## src/whp_pkg.sv

```systemverilog
package whp_pkg;

    typedef enum logic [2:0] {
        PH_IDLE,
        PH_HEAD,
        PH_FMT_SEEK,
        PH_FMT_BODY,
        PH_DATA_SEEK,
        PH_DATA_SIZE,
        PH_PAYLOAD,
        PH_DONE
    } t_phase;

    typedef enum logic [1:0] {
        KIND_HEADER  = 2'd0,
        KIND_ERROR   = 2'd1,
        KIND_PAYLOAD = 2'd2
    } t_kind;

    typedef enum logic [2:0] {
        ERR_NOT_RIFF = 3'd0,
        ERR_NOT_WAVE = 3'd1,
        ERR_NO_FMT   = 3'd2,
        ERR_NOT_PCM  = 3'd3,
        ERR_NO_DATA  = 3'd4
    } t_err;

    localparam logic [31:0] TAG_RIFF = 32'h5249_4646;
    localparam logic [31:0] TAG_WAVE = 32'h5741_5645;
    localparam logic [31:0] TAG_FMT  = 32'h666D_7420;
    localparam logic [31:0] TAG_DATA = 32'h6461_7461;

    localparam logic [15:0] FORMAT_PCM = 16'd1;
    localparam logic [32:0] OFF_MAX    = {33{1'b1}};

    typedef struct packed {
        logic [7:0] data_byte;
        logic       file_start;
    } t_in;

    typedef struct packed {
        t_kind       kind;
        t_err        error_code;
        logic [15:0] channels;
        logic [31:0] sample_rate;
        logic [31:0] avg_byte_rate;
        logic [15:0] block_align;
        logic [15:0] sample_bits;
        logic [31:0] data_size;
        logic [7:0]  payload_byte;
        logic        last;
    } t_out;

    // The window holds the newest byte in the low lane, so little-endian
    // values come out with the lanes reversed.
    function automatic logic [31:0] le32(input logic [31:0] w);
        return {w[7:0], w[15:8], w[23:16], w[31:24]};
    endfunction

    function automatic logic [15:0] le16(input logic [31:0] w);
        return {w[7:0], w[15:8]};
    endfunction

endpackage

```

## src/wav_header_parser.sv

```systemverilog
// Throughput: one byte per cycle while o_in_ready is high; the whole parse step
// for a byte sits in one combinational pass between the state registers and the
// result register. A one-entry skid stage keeps input flowing while a result
// waits to be taken.
// Reset (synchronous, active low) clears the parser to idle: bytes are ignored
// until a beat with file_start set.
module wav_header_parser (
    input  logic           i_clk,
    input  logic           i_rst_n,
    input  logic           i_in_valid,
    output logic           o_in_ready,
    input  whp_pkg::t_in   i_in_data,
    output logic           o_out_valid,
    input  logic           i_out_ready,
    output whp_pkg::t_out  o_out_data
);
    import whp_pkg::*;

    localparam logic [4:0] REL_START   = 5'd4;
    localparam logic [4:0] REL_TAG     = 5'd9;
    localparam logic [4:0] REL_CHAN    = 5'd11;
    localparam logic [4:0] REL_RATE    = 5'd15;
    localparam logic [4:0] REL_BRATE   = 5'd19;
    localparam logic [4:0] REL_ALIGN   = 5'd21;
    localparam logic [4:0] REL_BITS    = 5'd23;
    localparam logic [4:0] REL_DSIZE   = 5'd7;
    localparam logic [1:0] FILL_FULL   = 2'd3;
    localparam logic [32:0] OFF_TAG1   = 33'd3;
    localparam logic [32:0] OFF_SIZE   = 33'd7;
    localparam logic [32:0] OFF_TAG2   = 33'd11;
    localparam logic [32:0] LIMIT_BIAS = 33'd11;

    t_phase      r_phase, n_phase;
    logic [32:0] r_off, n_off;
    logic [31:0] r_window, n_window;
    logic [1:0]  r_fill, n_fill;
    logic [4:0]  r_rel, n_rel;
    logic [32:0] r_limit, n_limit;
    logic [15:0] r_chan, n_chan;
    logic [31:0] r_rate, n_rate;
    logic [31:0] r_brate, n_brate;
    logic [15:0] r_align, n_align;
    logic [15:0] r_bits, n_bits;
    logic [31:0] r_left, n_left;

    logic        r_out_valid;
    t_out        r_out;
    logic        r_skid_valid;
    t_out        r_skid;

    logic        accept;
    logic        res_valid;
    t_out        res;

    assign o_in_ready  = !r_skid_valid;
    assign accept      = i_in_valid && o_in_ready;
    assign o_out_valid = r_out_valid;
    assign o_out_data  = r_out;

    always_comb begin
        t_phase      ph;
        logic [32:0] off;
        logic [31:0] w;
        logic [31:0] dsize;
        logic [31:0] left_dec;

        n_phase  = r_phase;
        n_off    = r_off;
        n_window = r_window;
        n_fill   = r_fill;
        n_rel    = r_rel;
        n_limit  = r_limit;
        n_chan   = r_chan;
        n_rate   = r_rate;
        n_brate  = r_brate;
        n_align  = r_align;
        n_bits   = r_bits;
        n_left   = r_left;
        res       = '0;
        res_valid = 1'b0;

        ph       = r_phase;
        off      = r_off;
        w        = {r_window[23:0], i_in_data.data_byte};
        dsize    = le32(w);
        left_dec = r_left - 32'd1;

        if (accept) begin
            if (i_in_data.file_start) begin
                ph       = PH_HEAD;
                off      = '0;
                w        = {24'd0, i_in_data.data_byte};
                dsize    = le32(w);
                n_phase  = PH_HEAD;
                n_limit  = '0;
                n_left   = '0;
            end

            if (ph != PH_IDLE && ph != PH_DONE) begin
                n_off    = (off != OFF_MAX) ? off + 33'd1 : off;
                n_window = w;

                unique case (ph)
                    PH_HEAD: begin
                        if (off == OFF_TAG1 && w != TAG_RIFF) begin
                            res_valid      = 1'b1;
                            res.kind       = KIND_ERROR;
                            res.error_code = ERR_NOT_RIFF;
                            res.last       = 1'b1;
                            n_phase        = PH_DONE;
                        end else if (off == OFF_SIZE) begin
                            // Window starts at or past riff_size + 8 fail; judged at
                            // the window's fourth byte, so compare the offset against +11.
                            n_limit = {1'b0, le32(w)} + LIMIT_BIAS;
                        end else if (off == OFF_TAG2) begin
                            if (w != TAG_WAVE) begin
                                res_valid      = 1'b1;
                                res.kind       = KIND_ERROR;
                                res.error_code = ERR_NOT_WAVE;
                                res.last       = 1'b1;
                                n_phase        = PH_DONE;
                            end else begin
                                n_phase = PH_FMT_SEEK;
                                n_fill  = '0;
                            end
                        end
                    end
                    PH_FMT_SEEK, PH_DATA_SEEK: begin
                        // A window is complete once three bytes of the search have
                        // already arrived ahead of the current one.
                        if (r_fill != FILL_FULL) begin
                            n_fill = r_fill + 2'd1;
                        end else if (off >= r_limit) begin
                            res_valid      = 1'b1;
                            res.kind       = KIND_ERROR;
                            res.error_code = (ph == PH_FMT_SEEK) ? ERR_NO_FMT : ERR_NO_DATA;
                            res.last       = 1'b1;
                            n_phase        = PH_DONE;
                        end else if (w == ((ph == PH_FMT_SEEK) ? TAG_FMT : TAG_DATA)) begin
                            n_phase = (ph == PH_FMT_SEEK) ? PH_FMT_BODY : PH_DATA_SIZE;
                            n_rel   = REL_START;
                        end
                    end
                    PH_FMT_BODY: begin
                        n_rel = r_rel + 5'd1;
                        case (r_rel)
                            REL_TAG: begin
                                if (le16(w) != FORMAT_PCM) begin
                                    res_valid      = 1'b1;
                                    res.kind       = KIND_ERROR;
                                    res.error_code = ERR_NOT_PCM;
                                    res.last       = 1'b1;
                                    n_phase        = PH_DONE;
                                end
                            end
                            REL_CHAN:  n_chan  = le16(w);
                            REL_RATE:  n_rate  = le32(w);
                            REL_BRATE: n_brate = le32(w);
                            REL_ALIGN: n_align = le16(w);
                            REL_BITS: begin
                                n_bits  = le16(w);
                                n_phase = PH_DATA_SEEK;
                                n_fill  = '0;
                            end
                            default: ;
                        endcase
                    end
                    PH_DATA_SIZE: begin
                        n_rel = r_rel + 5'd1;
                        if (r_rel == REL_DSIZE) begin
                            res_valid         = 1'b1;
                            res.kind          = KIND_HEADER;
                            res.channels      = r_chan;
                            res.sample_rate   = r_rate;
                            res.avg_byte_rate = r_brate;
                            res.block_align   = r_align;
                            res.sample_bits   = r_bits;
                            res.data_size     = dsize;
                            res.last          = (dsize == '0);
                            n_left            = dsize;
                            n_phase           = (dsize == '0) ? PH_DONE : PH_PAYLOAD;
                        end
                    end
                    PH_PAYLOAD: begin
                        res_valid        = 1'b1;
                        res.kind         = KIND_PAYLOAD;
                        res.payload_byte = i_in_data.data_byte;
                        res.last         = (left_dec == '0);
                        n_left           = left_dec;
                        if (left_dec == '0) begin
                            n_phase = PH_DONE;
                        end
                    end
                    default: n_phase = PH_DONE;
                endcase
            end
        end
    end

    always_ff @(posedge i_clk) begin
        if (!i_rst_n) begin
            r_phase  <= PH_IDLE;
            r_off    <= '0;
            r_window <= '0;
            r_fill   <= '0;
            r_rel    <= '0;
            r_limit  <= '0;
            r_left   <= '0;
        end else begin
            r_phase  <= n_phase;
            r_off    <= n_off;
            r_window <= n_window;
            r_fill   <= n_fill;
            r_rel    <= n_rel;
            r_limit  <= n_limit;
            r_left   <= n_left;
        end
    end

    always_ff @(posedge i_clk) begin
        r_chan  <= n_chan;
        r_rate  <= n_rate;
        r_brate <= n_brate;
        r_align <= n_align;
        r_bits  <= n_bits;
    end

    // Result register with a one-entry skid stage behind it.
    always_ff @(posedge i_clk) begin
        if (!i_rst_n) begin
            r_out_valid  <= 1'b0;
            r_skid_valid <= 1'b0;
        end else if (!r_out_valid || i_out_ready) begin
            if (r_skid_valid) begin
                r_out_valid  <= 1'b1;
                r_skid_valid <= 1'b0;
            end else begin
                r_out_valid <= res_valid;
            end
        end else if (res_valid) begin
            r_skid_valid <= 1'b1;
        end
    end

    always_ff @(posedge i_clk) begin
        if (!r_out_valid || i_out_ready) begin
            if (r_skid_valid) begin
                r_out <= r_skid;
            end else if (res_valid) begin
                r_out <= res;
            end
        end else if (res_valid) begin
            r_skid <= res;
        end
    end

    a_skid_behind_out: assert property (@(posedge i_clk) disable iff (!i_rst_n)
        r_skid_valid |-> r_out_valid)
        else $error("skid stage holds a beat while the result register is empty");

    a_skid_fill_on_stall: assert property (@(posedge i_clk) disable iff (!i_rst_n)
        $rose(r_skid_valid) |-> $past(r_out_valid && !i_out_ready))
        else $error("skid stage filled without a stalled result");

    a_error_is_last: assert property (@(posedge i_clk) disable iff (!i_rst_n)
        (res_valid && res.kind == KIND_ERROR) |-> (res.last && n_phase == PH_DONE))
        else $error("error result not final");

    a_quiet_when_parked: assert property (@(posedge i_clk) disable iff (!i_rst_n)
        (accept && !i_in_data.file_start && (r_phase == PH_IDLE || r_phase == PH_DONE))
        |-> !res_valid)
        else $error("result produced while parser is parked");

    a_done_holds: assert property (@(posedge i_clk) disable iff (!i_rst_n)
        (r_phase == PH_DONE && !(accept && i_in_data.file_start)) |=> r_phase == PH_DONE)
        else $error("parser left the finished state without a file start");

endmodule

```

## config.mk

```make
export PLATFORM = sky130hd
export DESIGN_NAME = wav_header_parser
export DESIGN_NICKNAME = d
export VERILOG_FILES = /design/src/whp_pkg.sv /design/src/wav_header_parser.sv
export SDC_FILE = /design/constraint.sdc
export NUM_CORES = 1
export LEC_CHECK = 0
export ABC_CLOCK_PERIOD_IN_PS = 39800
export BUFFER_PORTS_ARGS = -buffer_cell sky130_fd_sc_hd__buf_4
export CORE_AREA = 2 2 251 253
export CTS_CLUSTER_DIAMETER = 120
export CTS_CLUSTER_SIZE = 8
export DETAILED_ROUTE_END_ITERATION = 10
export DIE_AREA = 0 0 253 255
export PLACE_DENSITY = 0.58
export SLEW_MARGIN = 5
export SYNTH_ARGS = -nofsm -noshare
export SYNTH_HDL_FRONTEND = slang
export SYNTH_SLANG_ARGS = --single-unit
```

## constraint.sdc

```tcl
create_clock -name i_clk -period 39.8 [get_ports i_clk]
set_clock_uncertainty 0.2 [all_clocks]
set_input_delay 7.96 -clock i_clk [delete_from_list [all_inputs] [get_ports i_clk]]
set_output_delay 7.96 -clock i_clk [all_outputs]
set_load 0.005 [all_outputs]
```

==> results.json <==
{
  "rsz0062_at_grt": "no",
  "power_mw": 1.285,
  "core_um2": 62160,
  "gr-usage-met3": 0.03641,
  "cts.sinks": 562,
  "p_sw_mw": 0.2703,
  "hold_violations": 0,
  "synth-seq-cells": 562,
  "die_h_um": 255,
  "start_kind": "primary input",
  "cts-root-buf": "clkbuf_16",
  "drt-initial-drc-count": 1659,
  "worst_pin_slew_ns": 1.217,
  "cts_inserted_buffers": 80,
  "ys.flop_type": "edfxtp_1",
  "h-tree-depth": 3,
  "area_growth_pct": 17.80,
  "yosysSeqAreaShare": 0.6317,
  "crit_arrival_ns": 13.30,
  "grt_util_met1": 0.2889,
  "synthCells": 2091,
  "routed_wl_um": 67790,
  "drv_cap": 0,
  "die_w_um": 253,
  "syn_area_per_cell_um2": 11.76,
  "layout_common_cells": "edfxtp_1 (428), buf_4 (199), nand2_1 (172)",
  "met2_usage": 0.3319,
  "slew_headroom": 0.1890,
  "mostFrequentLayoutCell": "edfxtp_1",
  "grt_use_total": 0.2081,
  "yosysWarnings": 0,
  "status": "finished, final reports clean",
  "p_seq_frac": 0.489,
  "grt.overflow.total": 0,
  "clock_path_buffers": 3,
  "gp_congestion": 0.9210,
  "crit_type": "in -> reg",
  "p_leak_nw": 11.79,
  "synth_edf_count": 428,
  "port_buffers": 172,
  "syn_nets": 2147,
  "setup_violations": 0,
  "dp_hpwl_um": 44310,
  "start_util": 0.3957,
  "fmax_ghz": 0.07530,
  "drc": 0,
  "ant_nets": 0,
  "clock_power_share": 0.487,
  "synthArstFlopShare": 0,
  "clkLatencyLatePin_ns": 0.62,
  "num_rows": 92,
  "drive_above_1_share": 0.1387,
  "routed_via_density": 5.528,
  "stdcell_count": 3092,
  "cts_setup_buffers": 0,
  "grt_pass1_vias": 16368,
  "maxSlewViolCount": 0,
  "dr.pass1.iters": 8,
  "dieArea_um2": 64520,
  "final_nets": 2304,
  "post-route-period-util": 0.3337,
  "required_ns": 39.82,
  "vias": 17092,
  "post-route-min-period_ns": 13.28,
  "power_switching_share": 0.2103,
  "p_comb_frac": 0.024,
  "tns_ns": 0,
  "gr-max-usage-layer": "met2",
  "hold_buffers": 0,
  "cts_resized": 0,
  "path_clk_slew_ns": 0.05,
  "crit_path_end_kind": "flip-flop",
  "grt_max_degree": 151,
  "p_per_area_nw_per_um2": 44.37,
  "cts_tree": "yes",
  "dp.cells": 2965,
  "path_max_fanout": 74,
  "irDropWorstVdd_uv": 27.60,
  "p_int_mw": 1.015,
  "antenna_found_initial": 2,
  "grt_pass1_wl_um": 101400,
  "ios": 173,
  "hp-class": "reg -> reg",
  "wl_per_cell_um": 21.92,
  "yosys.cell_types.count": 74,
  "syn-cell-area_um2": 24590
}
==> metal layers <==
layer  vias to the layer above  routed length [um]
li1                       7975                   -
met2                       586               31700
met5                         -                   0
met4                         0                1691
met3                       110                3945
met1                      8421               30450
==> Yosys cell counts (8+ instances only) <==
library cell	number	area [um^2]
xor2_1	34	297.8
nor2_1	151	566.8
ha_1	43	538.0
mux2i_1	11	110.1
edfxtp_1	428	12850
nand2_1	173	649.4
a21o_1	160	1201
a211oi_1	13	97.59
and3_1	31	193.9
a31oi_1	12	75.07
a2bb2oi_1	8	70.07
nor3_1	51	255.2
nand3_1	47	235.2
clkbuf_1	104	390.4
nand4_1	46	287.8
buf_2	14	70.07
and2_1	143	894.6
o2111ai_1	11	96.34
nor4_1	35	219.0
xnor2_1	29	254.0
or3_1	9	56.30
nor2b_1	56	350.3
a21oi_1	88	440.4
o21ai_0	39	195.2
a22oi_1	35	262.8
dfxtp_1	134	2683
inv_1	61	229.0
==> sequential cells by signal, summed over array words and instances, names as in the netlist <==
| signal | count |
|---|---|
| r_limit | 33 |
| r_chan | 16 |
| r_left | 32 |
| r_rel | 5 |
| r_skid_valid | 1 |
| r_window | 24 |
| r_fill | 2 |
| r_phase | 3 |
| r_bits | 16 |
| r_rate | 32 |
| r_align | 16 |
| r_skid | 158 |
| r_off | 33 |
| r_brate | 32 |
| o_out_data | 158 |
| o_out_valid | 1 |
==> worst paths after layout <==
check	from	end	slack (ns)	depth (start not counted)
setup reg to reg	r_off[0]$_SDFFE_PN0P_	o_out_data[3]$_DFFE_PP_	34.11	11
setup / recovery	i_in_data[0]	o_out_data[3]$_DFFE_PP_	26.52	13
hold reg to reg	r_limit[3]$_SDFFE_PN0P_	r_limit[3]$_SDFFE_PN0P_	0.27	2
hold / removal	r_limit[3]$_SDFFE_PN0P_	r_limit[3]$_SDFFE_PN0P_	0.27	2
==> critical path: stages <==
cell and delay, ns:
buf_4 0.39, inv_2 0.28, nand2_1 0.16, inv_1 0.13, ha_1 0.32, nand4_1 0.16, nor4_1 0.51, a21boi_0 0.39
o21bai_1 0.24, a31o_2 0.32, a21oi_4 0.66, buf_4 0.74, buf_4 0.83
==> kinds of logic after synthesis <==
family | synth area share
fa+ha+maj | 0.02188
simple gates | 0.1725
flops | 0.6317
compound gates | 0.1166
mux | 0.004935
buf+inv | 0.03002
xor+xnor | 0.02244
==> stage by stage <==
stage	setup slack, ns	util	instance area, um^2	hold slack, ns
finish	26.52	0.4661	28970	0.2675
global route	26.11	0.4660	28970	0.2905
CTS	26.51	0.4660	28970	0.2647
detailed placement	25.87	0.4291	26670	0.2545
global placement	26.06	0.4291	26670	0.2510
floorplan	16.48	-	24590	0.2319
==> cell type report <==
cell class,count,area (um^2)
fill,5640,33190
sequential,562,15540
multi-input combinational,1340,8379
clock buffer,121,2220
timing repair buffer,200,1514
tap,799,999.7
inverter,64,240.2
clock inverter,5,77.57
antenna,1,2.502
==> power by group through the flow <==
stage,Sequential [mW],Combinational [mW],Clock [mW]
after CTS,0.629,0.0303,0.639
after floorplan,0.639,0.0193,0
final,0.629,0.0305,0.626
after global placement,0.640,0.0301,0
after detailed placement,0.640,0.0302,0
after global routing,0.629,0.0328,0.661
Power figures use the tool's default switching activity.
